## config.mk

```make
export PLATFORM = sky130hd
export DESIGN_NAME = etf_map
export DESIGN_NICKNAME = d
export VERILOG_FILES = /design/src/hw/rtl/etf_pkg.sv /design/src/hw/rtl/etf_map.sv
export SDC_FILE = /design/constraint.sdc
export NUM_CORES = 2
export LEC_CHECK = 0
export ABC_AREA = 0
export BUFFER_PORTS_ARGS = -buffer_cell sky130_fd_sc_hd__buf_2
export CAP_MARGIN = 0
export CORE_MARGIN = 4
export CORE_UTILIZATION = 45
export DETAILED_ROUTE_END_ITERATION = 8
export GPL_TIMING_DRIVEN = 0
export MAX_ROUTING_LAYER = met4
export PLACE_DENSITY = 0.74
export SLEW_MARGIN = 0
export SYNTH_ARGS = -nofsm -noshare
export SYNTH_HDL_FRONTEND = slang
export SYNTH_SLANG_ARGS = --single-unit
```

## constraint.sdc

```tcl
create_clock -name clk -period 6.8 [get_ports clk]
set_input_delay 0.68 -clock clk [delete_from_list [all_inputs] [get_ports clk]]
set_output_delay 0.68 -clock clk [all_outputs]
set_load 0.03 [all_outputs]
```

## src/hw/rtl/etf_pkg.sv

```systemverilog
`timescale 1ns / 1ps
`default_nettype none

package etf_pkg;

  // Number format: signed, four integer bits including the sign.
  localparam int FRAC_BITS = 28;
  localparam int FMT_W     = FRAC_BITS + 4;
  localparam int WIDE_W    = 2 * FMT_W;
  localparam int SUM_W     = FMT_W + 1;

  // Field widths.
  localparam int PIX_W   = 10;
  localparam int ZOOM_W  = 31;
  localparam int ITER_W  = 11;
  localparam int REG_W   = 32;
  localparam int ADDR_W  = 5;
  localparam int PROD_W  = ZOOM_W + PIX_W;

  // Image geometry; both sizes are powers of two, so the scaling is a shift.
  localparam int IMAGE_COLS = 1024;
  localparam int IMAGE_ROWS = 1024;
  localparam int COL_SHIFT  = $clog2(IMAGE_COLS);
  localparam int ROW_SHIFT  = $clog2(IMAGE_ROWS);

  localparam int MAX_ITER_BOUND = 1024;

  typedef logic signed [FMT_W-1:0]  fmt_t;
  typedef logic signed [WIDE_W-1:0] wide_t;

  localparam fmt_t  FMT_MAX      = {1'b0, {(FMT_W-1){1'b1}}};
  localparam fmt_t  FMT_MIN      = {1'b1, {(FMT_W-1){1'b0}}};
  localparam wide_t FMT_MAX_WIDE = wide_t'(FMT_MAX);
  localparam wide_t FMT_MIN_WIDE = wide_t'(FMT_MIN);

  // Escape threshold |z|^2 > 4.0.
  localparam logic [SUM_W-1:0] ESC_LIMIT = SUM_W'(4) << FRAC_BITS;

  // Register reset values.
  localparam logic [ZOOM_W-1:0] ZOOM_RESET  = ZOOM_W'(268435456);
  localparam logic [ITER_W-1:0] LIMIT_RESET = ITER_W'(64);

  // Fractal modes.
  localparam logic MODE_MANDEL = 1'b0;
  localparam logic MODE_JULIA  = 1'b1;

  // Register indexes on the configuration port.
  typedef enum logic [2:0] {
    REG_MODE       = 3'd0,
    REG_ZOOM       = 3'd1,
    REG_SHIFT_RE   = 3'd2,
    REG_SHIFT_IM   = 3'd3,
    REG_JULIA_RE   = 3'd4,
    REG_JULIA_IM   = 3'd5,
    REG_ITER_LIMIT = 3'd6
  } reg_idx_t;

  typedef struct packed {
    logic [PIX_W-1:0] pixel_col;
    logic [PIX_W-1:0] pixel_row;
  } in_item_t;

  typedef struct packed {
    logic [PIX_W-1:0]  out_col;
    logic [PIX_W-1:0]  out_row;
    logic [ITER_W-1:0] iter_count;
    logic              escaped;
  } result_t;

  typedef struct packed {
    logic              mode;
    logic [ZOOM_W-1:0] zoom;
    fmt_t              shift_re;
    fmt_t              shift_im;
    fmt_t              julia_re;
    fmt_t              julia_im;
    logic [ITER_W-1:0] iter_limit;
  } cfg_t;

  // Clamp a wide signed value to the number format.
  function automatic fmt_t sat_fmt(input wide_t v);
    fmt_t r;
    if (v > FMT_MAX_WIDE) begin
      r = FMT_MAX;
    end else if (v < FMT_MIN_WIDE) begin
      r = FMT_MIN;
    end else begin
      r = v[FMT_W-1:0];
    end
    return r;
  endfunction

endpackage

`default_nettype wire

```

## src/hw/rtl/etf_map.sv

```systemverilog
`timescale 1ns / 1ps
`default_nettype none

module etf_map (
  input  wire logic                       clk,
  input  wire logic                       load,
  input  wire etf_pkg::in_item_t          item,
  input  wire etf_pkg::cfg_t              cfg,
  output etf_pkg::fmt_t                   pre,
  output etf_pkg::fmt_t                   pim
);

  logic [etf_pkg::PROD_W-1:0] prod_col;
  logic [etf_pkg::PROD_W-1:0] prod_row;
  etf_pkg::wide_t             term_re;
  etf_pkg::wide_t             term_im;
  etf_pkg::wide_t             two_zoom;

  // zoom * pixel position, captured with the accepted transfer.
  always_ff @(posedge clk) begin
    if (load) begin
      prod_col <= etf_pkg::PROD_W'(cfg.zoom) * etf_pkg::PROD_W'(item.pixel_col);
      prod_row <= etf_pkg::PROD_W'(cfg.zoom) * etf_pkg::PROD_W'(item.pixel_row);
    end
  end

  // floor(4*zoom*pos / size) is the product scaled by four and shifted down.
  assign term_re  = etf_pkg::wide_t'({prod_col, 2'b00} >> etf_pkg::COL_SHIFT);
  assign term_im  = etf_pkg::wide_t'({prod_row, 2'b00} >> etf_pkg::ROW_SHIFT);
  assign two_zoom = etf_pkg::wide_t'({cfg.zoom, 1'b0});

  // Map onto the plane with the imaginary axis flipped, then saturate once.
  assign pre = etf_pkg::sat_fmt(term_re - two_zoom + etf_pkg::wide_t'(cfg.shift_re));
  assign pim = etf_pkg::sat_fmt(two_zoom - term_im + etf_pkg::wide_t'(cfg.shift_im));

endmodule

`default_nettype wire

```

[Yosys cells after proc, flatten, opt, wreduce, memory -nomap -nowiden]
Index checks and enable logic that the tools add are counted.
Widths: inputs -> output; s select.
Storage, ports and cells
  input bits: 193
  logic and storage cells: 16
  output and inout bits: 64
  flip-flop bits (word level): 82
Cells by class
  mux-type cells: 4
  add/sub/neg operators: 4
  multipliers: 2
  order comparisons: 4
Operators with widths (count)
  $mux 32: 4
  $mul 31x10->41: 2
  $add 34x32->35: 2
  $gt 35x32->1 const B: 2
  $lt 35x32->1 const B: 2
  $sub 32x33->34: 1
  $sub 33x32->34: 1

[Logic depth before layout (Yosys ltp)]
  depth in word-level cells: 5
  mapped depth: 26
  mapped depth without buffers: 24

[Worst setup path after synthesis]
OpenSTA, ideal clock, no wires.
  path type: input-to-output
  from: input cfg[140] (netlist bit)
  to: output pre[0]
  buffers on the path: 3
  arrival time: 5.885 ns
  cell stages on the path: 25
  path slack: 0.235 ns
  cells stage by stage: clkbuf_1 clkbuf_1 inv_1 ha_1 nor2b_1 o21a_1 o21ai_0 a211oi_1 nor2_1 o31ai_1 a21o_1 a21oi_1 xnor2_1 ha_1 and3_1 and2_4 a2111oi_4 o32ai_2 a41oi_2 o21ai_2 a221oi_2 xnor2_1 a31oi_2 buf_4 o21ai_1
Between the ends
  longest elaborated chain between the ends: 5
Ends and longest elaborated chain
  start, declared: RTL line etf_map.sv:8  | input wire etf_pkg::cfg_t cfg,
  $sub 33x32->34 *: RTL line etf_map.sv:33  | assign pre = etf_pkg::sat_fmt(term_re - two_zoom + etf_pkg::wide_t'(cfg.shift_re));
  $add 34x32->35 *: RTL line etf_map.sv:33
  $lt 35x32->1: RTL line etf_pkg.sv:85  | end else if (v < FMT_MIN_WIDE) begin
  $mux 32: RTL line etf_pkg.sv:85
  $mux 32 *: RTL line etf_pkg.sv:83  | if (v > FMT_MAX_WIDE) begin
  end, declared: RTL line etf_map.sv:9  | output etf_pkg::fmt_t pre,
Mark *: on every way between the ends. The rest lies on a longest branch, timed or not.

[Worst setup path in the final report]
  from: input cfg[140] (netlist bit)
  to: output pre[23]
Same word-level chain as after synthesis.

==> out/qor.txt <==
Status: complete, but fails checks
Failing checks: DRC
Drt total wl: 75400 µm
Vias in the first global route: 23588
CP max FO: 7
CTS HTree Levels: 3
Fin nets: 4334
Endpoints failing setup: 0
Slew @ Worst Pin: 0.916 ns
Largest net degree at the start of global routing: 67
Endpoint type of the worst setup path: primary output
Hold_buf cts: 0
Die X: 255 µm
Worst Path Arrival: 5.93 ns
FF+latch count, synth: 66
Layout cell share with drive strength beyond 1: 12.5%
First-pass GRT wire length: 119000 µm
DR WL met3: 5950 µm
IO Count: 257
Longest Clk Path Bufs: 2
Final ANT Viol Nets: 0
Clk pin slew, worst setup/hold paths: 0.06 ns
Average cell area after synthesis: 8.62 µm²
CTS tree: built
Post-synth EDFFs: 66
YS warnings: 0
DRC: 2
Gr usage total: 23.2%
Metal2 WL: 36400 µm
Max capacitance violation total: 0
Most frequent cells in the layout: 505 x inv_1, 461 x fa_1, 447 x nand2_1
Final hold vios: 0
Vias per cell: 5.54
Metal-1 WL: 30800 µm
Number of buffers created by CTS: 9
Type of the worst setup path: in2out
IO buf count: 180
Die Y: 255 µm
CP max stage cell: a31oi_4
Fillers: 5597
Via count: 23261
Hold Path Stages: 1
Drt initial violations: 1498
Storage cell area: 1980 µm²
Starting density of the core: 45.6%
Synth Instances: 3198
Top layer in use: met4
Drt first pass iters: 7
Most common cell after layout, fill and taps aside: inv_1
Max-slew violation count: 0
Core area: 60500 µm²
Dpl hpwl: 61300 µm
Max Clock Freq: 151 MHz
Async S/R FF share, synth: 0%
Area Overhead vs Synth: 12.0%
Seq/Total Area, Yosys: 7.19%
Die ar.: 65300 µm²
Non-Filler Instances: 4198
Synth Flop Type: edfxtp_1
Root Driver: clkbuf_16
Data required, critical path: 6.12 ns
WL/cell: 18.0 µm
# rows: 90
Total gr overflow: 0
Net Count, Synth: 4133
Crit path largest cell delay: 0.46 ns
Mapped cell area: 27600 µm²
# placed instances: 4160
Max_slew headroom: 38.9%
Tmin final: 6.61 ns
Netlist cell types: 87
Initial antenna violation count: 6
Area of the multi-input gates: 23500 µm²
Setup crit start kind: input pin
Routability cong.: 0.931
Final Cycle Share: 97.2%
Clk sink count: 66
Hold WC Path Type: in2reg
-- per-layer routing --
metal	up-vias	track usage, %
met5	-	-
met4	0	7.04
met3	151	3.75
met2	766	38.4
met1	11598	29.4
li1	10746	-
-- per-stage QoR --
step           hold slack [ns]  setup WS (ns)  TNS, ns  instance area (µm²)  utilization, %
3_5_place_dp              1.36          -1.36   -58.57                29400            48.7
6_report                 0.965          0.189        0                30900            51.1
2_1_floorplan            0.792          0.235        0                27600               -
5_1_grt                   1.02        -0.0867    -1.63                30900            51.0
4_1_cts                  0.995        0.00943        0                30000            49.6
3_3_place_gp              1.48          -1.26   -54.79                29400            48.7
-- synth_stat cells (22+ instances only) --
library cell  count  area, µm²
a31oi_1          22        138
o21ai_0          80        400
edfxtp_1         66       1980
and3_1           24        150
and2_1          261       1630
xor2_1           66        578
o21a_1           30        225
fa_1            462       9250
o21ai_2          31        272
xnor2_1         107        937
nand2_1         448       1680
nand3_1          28        140
nor3_1           26        130
a21oi_1         164        821
a21o_1          102        766
o21bai_1         23        173
nor2_1           65        244
inv_1           506       1900
ha_1            280       3500
clkbuf_1        141        529
-- sequential cells by signal, summed over array words and instances, names as in the netlist --
register / flops
prod_col: 33
prod_row: 33
-- final timing paths --
kind	from	slack, ns	endpoint
worst max-delay path	cfg[140]	0.19	pre[23]
worst min-delay path	load	0.96	prod_col[39]
-- worst max-delay path, delay by kind of cell --
kind                     cells  cell delay (ns)
buffers and inverters        6             0.74
XOR/XNOR                     2             0.32
adder cells (fa/ha/maj)      2             0.61
AND/OR/NAND/NOR              4             0.62
AO/OA/AOI/OAI               13             2.95
-- cell families (layout without fill, tap and decap cells) --
kind of cell | after synthesis | count (layout) | synth area share [%]
multiplexers | 3 | 3 | 0.109
AND/OR/NAND/NOR | 944 | 944 | 16.7
buffers and inverters | 670 | 876 | 9.32
adder cells (fa/ha/maj) | 742 | 742 | 46.3
flip-flops | 66 | 66 | 7.19
XOR/XNOR | 173 | 173 | 5.50
other | 0 | 12 | 0
AO/OA/AOI/OAI | 600 | 600 | 14.9
-- area by class of cell --
type	instances	share of cell area [%]
Clock inverter	6	0.186
Timing Repair Buffer	213	4.45
Sequential cell	66	6.42
Multi-Input combinational cell	2462	76.3
Antenna cell	12	0.0973
Buffer	140	2.52
Clock buffer	10	0.742
Inverter	507	6.16
Tap cell	782	3.17
-- timing repair --
action	in CTS	in global routing
buffers inserted	6	25
resized for setup	89	212
gates cloned	0	2
pin swaps	10	48
endpoints found under the setup margin	70	84
Power is not shown: default switching activity piles up to over one toggle a cycle in this logic, so the estimate is an artifact.
