--- src/hw/rtl/etf_pkg.sv ---
`timescale 1ns / 1ps
`default_nettype none

package etf_pkg;

  // Number format: signed, four integer bits including the sign.
  localparam int FRAC_BITS = 28;
  localparam int FMT_W     = FRAC_BITS + 4;
  localparam int WIDE_W    = 2 * FMT_W;
  localparam int SUM_W     = FMT_W + 1;

  // Field widths.
  localparam int PIX_W   = 10;
  localparam int ZOOM_W  = 31;
  localparam int ITER_W  = 11;
  localparam int REG_W   = 32;
  localparam int ADDR_W  = 5;
  localparam int PROD_W  = ZOOM_W + PIX_W;

  // Image geometry; both sizes are powers of two, so the scaling is a shift.
  localparam int IMAGE_COLS = 1024;
  localparam int IMAGE_ROWS = 1024;
  localparam int COL_SHIFT  = $clog2(IMAGE_COLS);
  localparam int ROW_SHIFT  = $clog2(IMAGE_ROWS);

  localparam int MAX_ITER_BOUND = 1024;

  typedef logic signed [FMT_W-1:0]  fmt_t;
  typedef logic signed [WIDE_W-1:0] wide_t;

  localparam fmt_t  FMT_MAX      = {1'b0, {(FMT_W-1){1'b1}}};
  localparam fmt_t  FMT_MIN      = {1'b1, {(FMT_W-1){1'b0}}};
  localparam wide_t FMT_MAX_WIDE = wide_t'(FMT_MAX);
  localparam wide_t FMT_MIN_WIDE = wide_t'(FMT_MIN);

  // Escape threshold |z|^2 > 4.0.
  localparam logic [SUM_W-1:0] ESC_LIMIT = SUM_W'(4) << FRAC_BITS;

  // Register reset values.
  localparam logic [ZOOM_W-1:0] ZOOM_RESET  = ZOOM_W'(268435456);
  localparam logic [ITER_W-1:0] LIMIT_RESET = ITER_W'(64);

  // Fractal modes.
  localparam logic MODE_MANDEL = 1'b0;
  localparam logic MODE_JULIA  = 1'b1;

  // Register indexes on the configuration port.
  typedef enum logic [2:0] {
    REG_MODE       = 3'd0,
    REG_ZOOM       = 3'd1,
    REG_SHIFT_RE   = 3'd2,
    REG_SHIFT_IM   = 3'd3,
    REG_JULIA_RE   = 3'd4,
    REG_JULIA_IM   = 3'd5,
    REG_ITER_LIMIT = 3'd6
  } reg_idx_t;

  typedef struct packed {
    logic [PIX_W-1:0] pixel_col;
    logic [PIX_W-1:0] pixel_row;
  } in_item_t;

  typedef struct packed {
    logic [PIX_W-1:0]  out_col;
    logic [PIX_W-1:0]  out_row;
    logic [ITER_W-1:0] iter_count;
    logic              escaped;
  } result_t;

  typedef struct packed {
    logic              mode;
    logic [ZOOM_W-1:0] zoom;
    fmt_t              shift_re;
    fmt_t              shift_im;
    fmt_t              julia_re;
    fmt_t              julia_im;
    logic [ITER_W-1:0] iter_limit;
  } cfg_t;

  // Clamp a wide signed value to the number format.
  function automatic fmt_t sat_fmt(input wide_t v);
    fmt_t r;
    if (v > FMT_MAX_WIDE) begin
      r = FMT_MAX;
    end else if (v < FMT_MIN_WIDE) begin
      r = FMT_MIN;
    end else begin
      r = v[FMT_W-1:0];
    end
    return r;
  endfunction

endpackage

`default_nettype wire

--- src/hw/rtl/etf_regs.sv ---
`timescale 1ns / 1ps
`default_nettype none

module etf_regs (
  input  wire logic                        clk,
  input  wire logic                        rst,
  input  wire logic                        psel,
  input  wire logic                        penable,
  input  wire logic                        pwrite,
  input  wire logic [etf_pkg::ADDR_W-1:0]  paddr,
  input  wire logic [etf_pkg::REG_W-1:0]   pwdata,
  output logic [etf_pkg::REG_W-1:0]        prdata,
  output logic                             pready,
  output etf_pkg::cfg_t                    cfg
);

  logic                wr_en;
  etf_pkg::reg_idx_t   idx;

  assign pready = 1'b1;
  assign wr_en  = psel & penable & pwrite;
  assign idx    = etf_pkg::reg_idx_t'(paddr[etf_pkg::ADDR_W-1:2]);

  // Register writes; an index past the list is ignored.
  always_ff @(posedge clk) begin
    if (rst) begin
      cfg.mode       <= etf_pkg::MODE_MANDEL;
      cfg.zoom       <= etf_pkg::ZOOM_RESET;
      cfg.shift_re   <= '0;
      cfg.shift_im   <= '0;
      cfg.julia_re   <= '0;
      cfg.julia_im   <= '0;
      cfg.iter_limit <= etf_pkg::LIMIT_RESET;
    end else if (wr_en) begin
      unique case (idx)
        etf_pkg::REG_MODE:       cfg.mode       <= pwdata[0];
        etf_pkg::REG_ZOOM:       cfg.zoom       <= pwdata[etf_pkg::ZOOM_W-1:0];
        etf_pkg::REG_SHIFT_RE:   cfg.shift_re   <= pwdata[etf_pkg::FMT_W-1:0];
        etf_pkg::REG_SHIFT_IM:   cfg.shift_im   <= pwdata[etf_pkg::FMT_W-1:0];
        etf_pkg::REG_JULIA_RE:   cfg.julia_re   <= pwdata[etf_pkg::FMT_W-1:0];
        etf_pkg::REG_JULIA_IM:   cfg.julia_im   <= pwdata[etf_pkg::FMT_W-1:0];
        etf_pkg::REG_ITER_LIMIT: cfg.iter_limit <= pwdata[etf_pkg::ITER_W-1:0];
        default: ;
      endcase
    end
  end

  // Read-back mux.
  always_comb begin
    prdata = '0;
    unique case (idx)
      etf_pkg::REG_MODE:       prdata = etf_pkg::REG_W'(cfg.mode);
      etf_pkg::REG_ZOOM:       prdata = etf_pkg::REG_W'(cfg.zoom);
      etf_pkg::REG_SHIFT_RE:   prdata = etf_pkg::REG_W'(cfg.shift_re);
      etf_pkg::REG_SHIFT_IM:   prdata = etf_pkg::REG_W'(cfg.shift_im);
      etf_pkg::REG_JULIA_RE:   prdata = etf_pkg::REG_W'(cfg.julia_re);
      etf_pkg::REG_JULIA_IM:   prdata = etf_pkg::REG_W'(cfg.julia_im);
      etf_pkg::REG_ITER_LIMIT: prdata = etf_pkg::REG_W'(cfg.iter_limit);
      default:                 prdata = '0;
    endcase
  end

endmodule

`default_nettype wire

--- config.mk ---
export PLATFORM = sky130hd
export DESIGN_NAME = etf_regs
export DESIGN_NICKNAME = d
export VERILOG_FILES = /design/src/hw/rtl/etf_pkg.sv /design/src/hw/rtl/etf_regs.sv
export SDC_FILE = /design/constraint.sdc
export NUM_CORES = 1
export LEC_CHECK = 0
export ABC_AREA = 1
export BUFFER_PORTS_ARGS = -buffer_cell sky130_fd_sc_hd__buf_2
export CAP_MARGIN = 15
export CORE_MARGIN = 2
export CORE_UTILIZATION = 56
export DETAILED_ROUTE_END_ITERATION = 10
export GPL_ROUTABILITY_DRIVEN = 0
export GPL_TIMING_DRIVEN = 0
export PLACE_DENSITY = 0.93
export RECOVER_POWER = 25
export SLEW_MARGIN = 25
export SYNTH_ARGS = -nofsm -noshare
export SYNTH_HDL_FRONTEND = slang
export SYNTH_SLANG_ARGS = --single-unit
--- constraint.sdc ---
create_clock -name clk -period 2.1 [get_ports clk]
set_input_delay 0.315 -clock clk [delete_from_list [all_inputs] [get_ports clk]]
set_output_delay 0.315 -clock clk [all_outputs]
set_load 0.02 [all_outputs]
## Word-level counts from Yosys, hierarchy flattened

Index checks and enable logic that the tools add are counted.

| cells by class | value |
|---|---|
| muxes and demuxes | 1 |
| div/mod/pow operators | 0 |
| reduce and logical (&&, ||, !) cells | 8 |
| $add $sub $neg | 0 |
| bitwise logic cells | 2 |
| order comparisons | 0 |
| shift operators | 0 |
| multiply operators | 0 |
| equal/unequal tests | 6 |

Operators with widths:

| operator | number |
|---|---|
| $pmux W32 S7 | 1 |
| $reduce_and A2 Y1 | 7 |
| $eq A3 B3 Y1 const B | 3 |
| $eq A3 B2 Y1 const B | 2 |
| $eq A3 B1 Y1 const B | 1 |
| $logic_not A3 Y1 | 1 |
| $and A1 B1 Y1 | 2 |

| storage, ports and cells | value |
|---|---|
| register bits | 171 |
| input port bits | 42 |
| output and inout port bits | 204 |
| logic and storage cells | 24 |
| memory bits (read-only) | 0 |
| memories | 0 |
| bits in writable memories | 0 |
| latch bits | 0 |

## Depth between registers and ports, before layout

Gate-level depths: netlist (run 1).

| logic depth | value |
|---|---|
| depth in word-level cells | 3 |
| depth in mapped cells | 8 |
| mapped depth without buffers | 7 |

## Worst setup path after synthesis (run 1)

OpenSTA, ideal clock, no wires.

| path | value |
|---|---|
| path kind | input to output |
| start | in paddr[4] (netlist bit) |
| end | out prdata[2] (netlist bit) |
| stages | 7 |
| path buffers | 3 |
| arrival time | 1.259 ns |
| setup slack | 0.526 ns |
| data required time | 1.785 ns |
| path through | buf_4 > buf_2 > buf_2 > nand4_1 > nand2_1 > nor2_1 > nand2_1 |

| between the ends | value |
|---|---|
| cells in the longest elaborated chain, start to end | 2 |
| elaborated cells between the ends (all ways) | 8 |
| those cells by class | 6 x eq/ne; 1 x mux; 1 x reduce/logical |

RTL lines:

| what | line | RTL |
|---|---|---|
| from (decl) | etf_regs.sv:10 | `input wire logic [etf_pkg::ADDR_W-1:0] paddr,` |
| $eq A3 B3 Y1, or another cell as far along | etf_regs.sv:51 | `unique case (idx)` |
| $pmux W32 S7 (*) | etf_regs.sv:51 |  |
| to (decl) | etf_regs.sv:12 | `output logic [etf_pkg::REG_W-1:0] prdata,` |

Mark *: on every way between the ends. The rest lies on a longest branch, timed or not.

## Worst setup path after layout (run 1)

| path | value |
|---|---|
| start | in paddr[3] (netlist bit) |
| end | out prdata[29] (netlist bit) |

The elaborated chain is that of the path after synthesis.

==> results of run 1 <==
==> how the worst min path moves through the flow <==
stage                          start        to  slack [ps]
after global routing      pwdata[28]  cfg[167]         150
after floorplan           pwdata[28]  cfg[167]         440
after detailed placement     cfg[99]   cfg[99]         490
after global placement      cfg[167]  cfg[167]         480
after CTS                  pwdata[6]    cfg[6]         120
final                      pwdata[6]    cfg[6]         130
==> final cells by class <==
type,count,area share (%)
multi-input cells,1014,39.5
repair buffers,241,11.6
clock inverters,10,1.82
flip-flops and latches,171,32.9
plain buffers,87,4.28
inverters,88,3.20
clock buffers,22,4.46
well taps,184,2.21
==> timing repair <==
item / 4_1_cts / 5_1_grt
buffers inserted: 0 / 0
gates resized for setup: 2 / 2
pin swaps: 0 / 0
endpoints found under the setup margin: 5 / 10
hold endpoints to repair: 0 / 0
hold buffers: 0 / 0
==> layer usage <==
layer	vias to the layer above	part of all wire, %
met3	167	13
met5	-	0
met2	812	45
li1	4655	-
met4	0	5.2
met1	4477	37
==> worst max-delay path, delay by kind of cell <==
kind,cells,cell delay [ps]
buf+inv,5,820
simple gates,5,560
==> cell usage in the layout (no fill, tap or decap) <==
| master | instances |
|---|---|
| a21oi_1 | 1 |
| buf_1 | 18 |
| buf_2 | 261 |
| buf_4 | 18 |
| buf_6 | 3 |
| bufinv_16 | 5 |
| clkbuf_1 | 29 |
| clkbuf_16 | 17 |
| clkbuf_2 | 2 |
| clkbuf_8 | 2 |
| clkinv_4 | 1 |
| clkinvlp_4 | 4 |
| conb_1 | 1 |
| dfxtp_1 | 171 |
| inv_1 | 84 |
| inv_2 | 3 |
| inv_4 | 1 |
| nand2_1 | 441 |
| nand2_2 | 3 |
| nand3_1 | 134 |
| nand3_4 | 1 |
| nand4_1 | 29 |
| nor2_1 | 396 |
| nor2_2 | 3 |
| nor2_4 | 2 |
| nor2_8 | 1 |
| o21ai_0 | 2 |
==> per-stage QoR <==
stage          cell area (um^2)  util (%)  worst slack [ps]
3_5_place_dp               9810      67.2             -14.2
4_1_cts                   10500      71.7              47.5
3_3_place_gp               9810      67.2             -9.30
5_1_grt                   10400      71.3              44.2
6_report                  10400      71.3              79.3
2_1_floorplan              8370         -               526
==> power by group <==
| group | switching (W) | internal, W | leakage, nW | total [W] |
|---|---|---|---|---|
| sequential | 0.0000368 | 0.00328 | 1.38 | 0.00332 |
| clock | 0.00135 | 0.00218 | 0.303 | 0.00353 |
| combinational | 0.000522 | 0.000192 | 3.76 | 0.000715 |
==> cell families after synthesis <==
kind of cell	Yosys count	synth area share (%)
and+or+nand+nor	1010	49.3
DFF	171	40.9
AOI/OAI and AO/OA	3	0.179
buffers and inverters	175	9.61
other	1	0.0448
==> results.yml, run 1 <==
power_and_ir_drop:
  fin_total_pwr_w: 0.00756
  power_density_mw_per_mm2: 727
  ir_drop_mv: 0.604
  leakage_nw: 5.44
synthesis:
  synth_area_leaders: "dfxtp_1, nand2_1, nor2_1"
  ys_async_sr_fraction_pct: 0
  synth_ff_type: "dfxtp_1"
  synth_enable_flop_cells: 0
  ys_seq_area_share_pct: 40.9
  synth_top_area_cell: "dfxtp_1"
  synth.distinct_cells: 22
  syn_nets: 1402
  ys_warn_count: 0
  avgSynthCellArea_um2: 6.16
  ys_top_cells_by_count: "nand2_1, nor2_1, dfxtp_1, nand3_1, inv_1"
  synth.most_common_cell: "nand2_1"
  ys_ff_latch: 171
  synth_top_area_share_pct: 40.9
  synthCells: 1360
  synth_area_mm2: 0.00837
timing:
  hold_violations: 0
  holdWs_ps: 127
  setup_violations: 0
  slew_headroom_pct: 35.3
  rsz0062_at_grt: "false"
  tightestPinTransition_ps: 966
  slew_violations: 0
  fin_crit_sh_pct: 96.2
  period_needed_ps: 2020
  timing.fmax_ghz: 0.495
  finalSetupTns_ps: 0
  fin_skew_ps: 0
clock_tree:
  path_clk_slew_ps: 70
  cts.sinks: 171
  clk_latency_ps: 440
  cts_htree_levels: 4
  cts_tree: "yes"
  cts_buffers: 17
  cts_root_buffer: "clkbuf_16"
  cts_max_path_buffers: 2
drt:
  drc: 0
  dr.first_iter.drc_count: 1502
  wl_mm: 31.4
  drt_first_pass_iters: 6
  drtAntennaViolNets: 0
  wire_per_inst_um: 17.3
  vias: 10111
  vias_per_cell: 5.56
cells_and_area:
  final_cells: 1817
  top_register: "cfg"
  multi_input_comb_area_mm2: 0.00411
  antenna_cells: 0
  drive_gt1_share_pct: 20.0
  largest_reg_flops: 171
  synthToLayoutAreaGrowth_pct: 24.2
  seqCellArea_mm2: 0.00342
  num-nets-final: 1662
  fillers: 1277
  reg_top3: "cfg x171"
status:
  run_status: "complete, no violations"
worst_setup_path:
  r2r_slack_ps: 1390
  critPathSlowestCell: "buf_4"
  crit_type: "input pin to output pin"
  cp_max_fo: 10
  setup.worst_path.end_class: "output pin"
  crit_arrival_ps: 1710
  reg2reg_to: "cfg[31]"
  path_common_cell: "nand2_1"
  r2r_start: "cfg[31]"
  worstRegToRegCells: 2
  crit_required_ps: 1780
  cp-startpoint: "paddr[3]"
  cp-start-kind: "input pin"
  path_cells: "buf_2 -> buf_4 -> nand2_2 -> nor2_4 -> buf_4 -> nand2_1 -> nand2_1 -> inv_1 -> nand2_1 -> buf_2"
  crit_path_end: "prdata[29]"
  critPathMaxStageDelay_ps: 280
global_route:
  grt_util_met1_pct: 48.5
  grt_max_degree: 17
  grtUsageMet2_pct: 61.4
  grt_pass1_wl_mm: 47.9
  busiest_layer: "met2"
  track_usage_pct: 38.5
  use_met3_pct: 9.64
  antenna_found_initial: 0
  grt_pass1_vias: 9104
  overflow: 0
floorplan:
  chipWidth_um: 126
  die_height_um: 126
  rows: 44
  fp.coreArea_mm2: 0.0146
  fp.dieArea_mm2: 0.0159
  initial_core_util_pct: 57.4
  top_level_ports: 246
worst_hold_path:
  holdPathStages: 3
  hp-class: "input pin to flip-flop"
placed_design:
  dp.final_hpwl_mm: 22.4
  dpl.cell_count: 1785
  port_buffers: 241
job:
  max_cap_violations: 0
Note: power is estimated with default switching activity, not from simulation.
==> inputs of run 2 (changes only) <==
- ABC_AREA: 1 -> default
- CORE_MARGIN: 2 -> default
==> run 2 against run 1 <==
  * Synthesized cell count down 43%
  * Sequential share of layout area is 1.2 points higher
  * Critical path depth fell by 3
  * Power decreased by 10%
  * Flip-flop and latch count unchanged
  * Maximum frequency decreased by 1.8%
  * First-iteration DRC count decreased by 54%
  * Largest cell class unchanged
==> results.yml, run 2 <==
synthesis:
  synth_top_area_share_pct: 42.2
  synth_top_area_cell: "dfxtp_1"
  ys_async_sr_fraction_pct: 0
  synth_enable_flop_cells: 0
  synthCells: 771
  ys_top_cells_by_count: "mux2i_1, nand2b_1, dfxtp_1, clkbuf_1, a221oi_1"
  synth.most_common_cell: "mux2i_1"
  synth.distinct_cells: 32
  synth_area_mm2: 0.00811
  ys_seq_area_share_pct: 42.2
  synth_ff_type: "dfxtp_1"
  ys_warn_count: 0
  avgSynthCellArea_um2: 10.5
  syn_nets: 813
  ys_ff_latch: 171
  synth_area_leaders: "dfxtp_1, mux2i_1, nand2b_1"
worst_setup_path:
  cp_max_fo: 10
  crit_required_ps: 1780
  r2r_slack_ps: 1380
  reg2reg_to: "cfg[70]"
  crit_type: "input pin to output pin"
  r2r_start: "cfg[70]"
  worstRegToRegCells: 2
  cp-start-kind: "input pin"
  setup.worst_path.end_class: "output pin"
  crit_arrival_ps: 1740
timing:
  slew_violations: 0
  rsz0062_at_grt: "false"
  fin_skew_ps: 0
  tightestPinTransition_ps: 936
  slew_headroom_pct: 37.6
  setup_violations: 0
  hold_violations: 0
  period_needed_ps: 2060
  fin_crit_sh_pct: 98.0
  timing.fmax_ghz: 0.486
global_route:
  track_usage_pct: 34.6
  overflow: 0
  grt_pass1_vias: 6742
  grt_util_met1_pct: 45.2
  grt_max_degree: 17
  antenna_found_initial: 2
  grt_pass1_wl_mm: 38.6
  grtUsageMet2_pct: 55.1
  use_met3_pct: 5.95
  busiest_layer: "met2"
clock_tree:
  cts.sinks: 171
  post-cts-setup-buffer-count: 0
  path_clk_slew_ps: 60
  cts_htree_levels: 4
  clk_latency_ps: 430
  cts_max_path_buffers: 2
  cts_root_buffer: "clkbuf_16"
  cts_tree: "yes"
  cts_buffers: 17
drt:
  drtAntennaViolNets: 0
  vias_per_cell: 5.89
  dr.first_iter.drc_count: 695
  wire_per_inst_um: 21.4
  wl_mm: 26.2
  vias: 7221
  drc: 0
  drt_first_pass_iters: 5
placed_design:
  port_buffers: 240
  dp.final_hpwl_mm: 18.2
  placed_cell_area_mm2: 0.00954
cells_and_area:
  mostFrequentLayoutCell: "buf_2"
  fin_util_pct: 71.8
  drive_gt1_share_pct: 29.9
  final_cell_mix: "buf_2, mux2i_1, nand2b_1"
  top_register: "cfg"
  reg_top3: "cfg x171"
  largest_reg_flops: 171
  num-nets-final: 1072
  synthToLayoutAreaGrowth_pct: 23.8
  fin_area_mm2: 0.0100
job:
  max_cap_violations: 0
worst_hold_path:
  holdPathEnd: "cfg[167]"
  hp-class: "input pin to flip-flop"
  holdPathStages: 3
  min-delay-start: "pwdata[28]"
floorplan:
  initial_core_util_pct: 58.0
  chipWidth_um: 122
  fp.dieArea_mm2: 0.0150
  rows: 43
  top_level_ports: 246
  fp.coreArea_mm2: 0.0140
  die_height_um: 122
power_and_ir_drop:
  p_seq_share_pct: 48.5
  p_int_w: 0.00508
  ir_drop_mv: 0.526
  p_clk_share_pct: 42.0
  p_sw_w: 0.00169
  comb_power_share_pct: 9.5
  power_density_mw_per_mm2: 675
  swShare_pct: 25.0
  leakage_nw: 5.26
status:
  run_status: "complete, no violations"
run 2: cell count changes after synthesis, sizes merged, moves of 14 or more:
cell	delta
nand2	-435
nand2b	+204
inv	-86
nor2	-393
mux2i	+206
clkbuf	+21
nand4	-29
a21oi	+17
a2bb2oi	+16
nand3	-134
buf	-44
mux2	+14
a221oi	+21
run 2: cell families (layout without fill, tap and decap cells):
logic type / after synthesis / in the layout / share of synthesized area [%]
AOI/OAI and AO/OA: 80 / 80 / 7.85
buffers and inverters: 66 / 338 / 4.75
DFF: 171 / 171 / 42.2
muxes: 220 / 220 / 27.4
other: 1 / 3 / 0.0462
and+or+nand+nor: 233 / 233 / 17.8
run 2: power by group through the flow:
| stage | combinational [W] | clock, W | sequential [W] |
|---|---|---|---|
| floorplan | 0.000362 | 0 | 0.00339 |
| global placement | 0.000612 | 0 | 0.00336 |
| detailed placement | 0.000619 | 0 | 0.00336 |
| CTS | 0.000630 | 0.00283 | 0.00329 |
| global route | 0.000667 | 0.00296 | 0.00329 |
| finish | 0.000641 | 0.00285 | 0.00329 |
run 2: worst max path at each step:
stage | from | endpoint | slack (ps) | cells after the start
floorplan | paddr[3] | prdata[0] | 190 | 5
global placement | paddr[2] | prdata[30] | -240 | 7
detailed placement | paddr[2] | prdata[30] | -240 | 7
CTS | paddr[4] | prdata[30] | 6 | 6
global route | paddr[2] | prdata[21] | 10 | 7
finish | paddr[2] | prdata[21] | 40 | 7
run 2: repair_timing:
| item | in CTS | in global routing |
|---|---|---|
| endpoints found under the hold margin | 0 | 0 |
| resized for setup | 10 | 9 |
| hold buffers | 0 | 0 |
| setup endpoints to repair | 29 | 15 |
| pin swaps | 0 | 0 |
run 2: stage by stage:
stage          std cells  power [W]  hold slack [ps]  setup slack [ps]  setup TNS (ps)
4_1_cts             1223    0.00674              164              6.34               0
3_3_place_gp        1191    0.00397              470              -239           -4550
5_1_grt             1225    0.00691              164              11.5               0
6_report            1225    0.00678              167              43.0               0
3_5_place_dp        1191    0.00398              476              -244           -4740
2_1_floorplan        771    0.00375              476               189               0
run 2: critical path, cell delays in order:
cell and delay, ps:
buf_2 120, buf_6 150, nand2b_1 70, buf_1 460, o2bb2ai_1 160, a221o_1 290, buf_2 160
run 2: cell type report:
cell class,count,area [um^2]
clock inverters,6,40.0
diodes,2,5.00
flip-flops and latches,171,3420
repair buffers,240,1200
inverters,2,7.51
clock buffers,26,479
plain buffers,64,344
fillers,1055,3950
well taps,180,225
multi-input cells,534,4310
run 2: metal layers:
layer | share of wire [%] | up-vias | routed length (um)
li1 | - | 3218 | -
met1 | 42 | 3520 | 10900
met2 | 47 | 411 | 12400
met3 | 7.4 | 72 | 1940
met4 | 3.6 | 0 | 942
met5 | 0 | - | 0
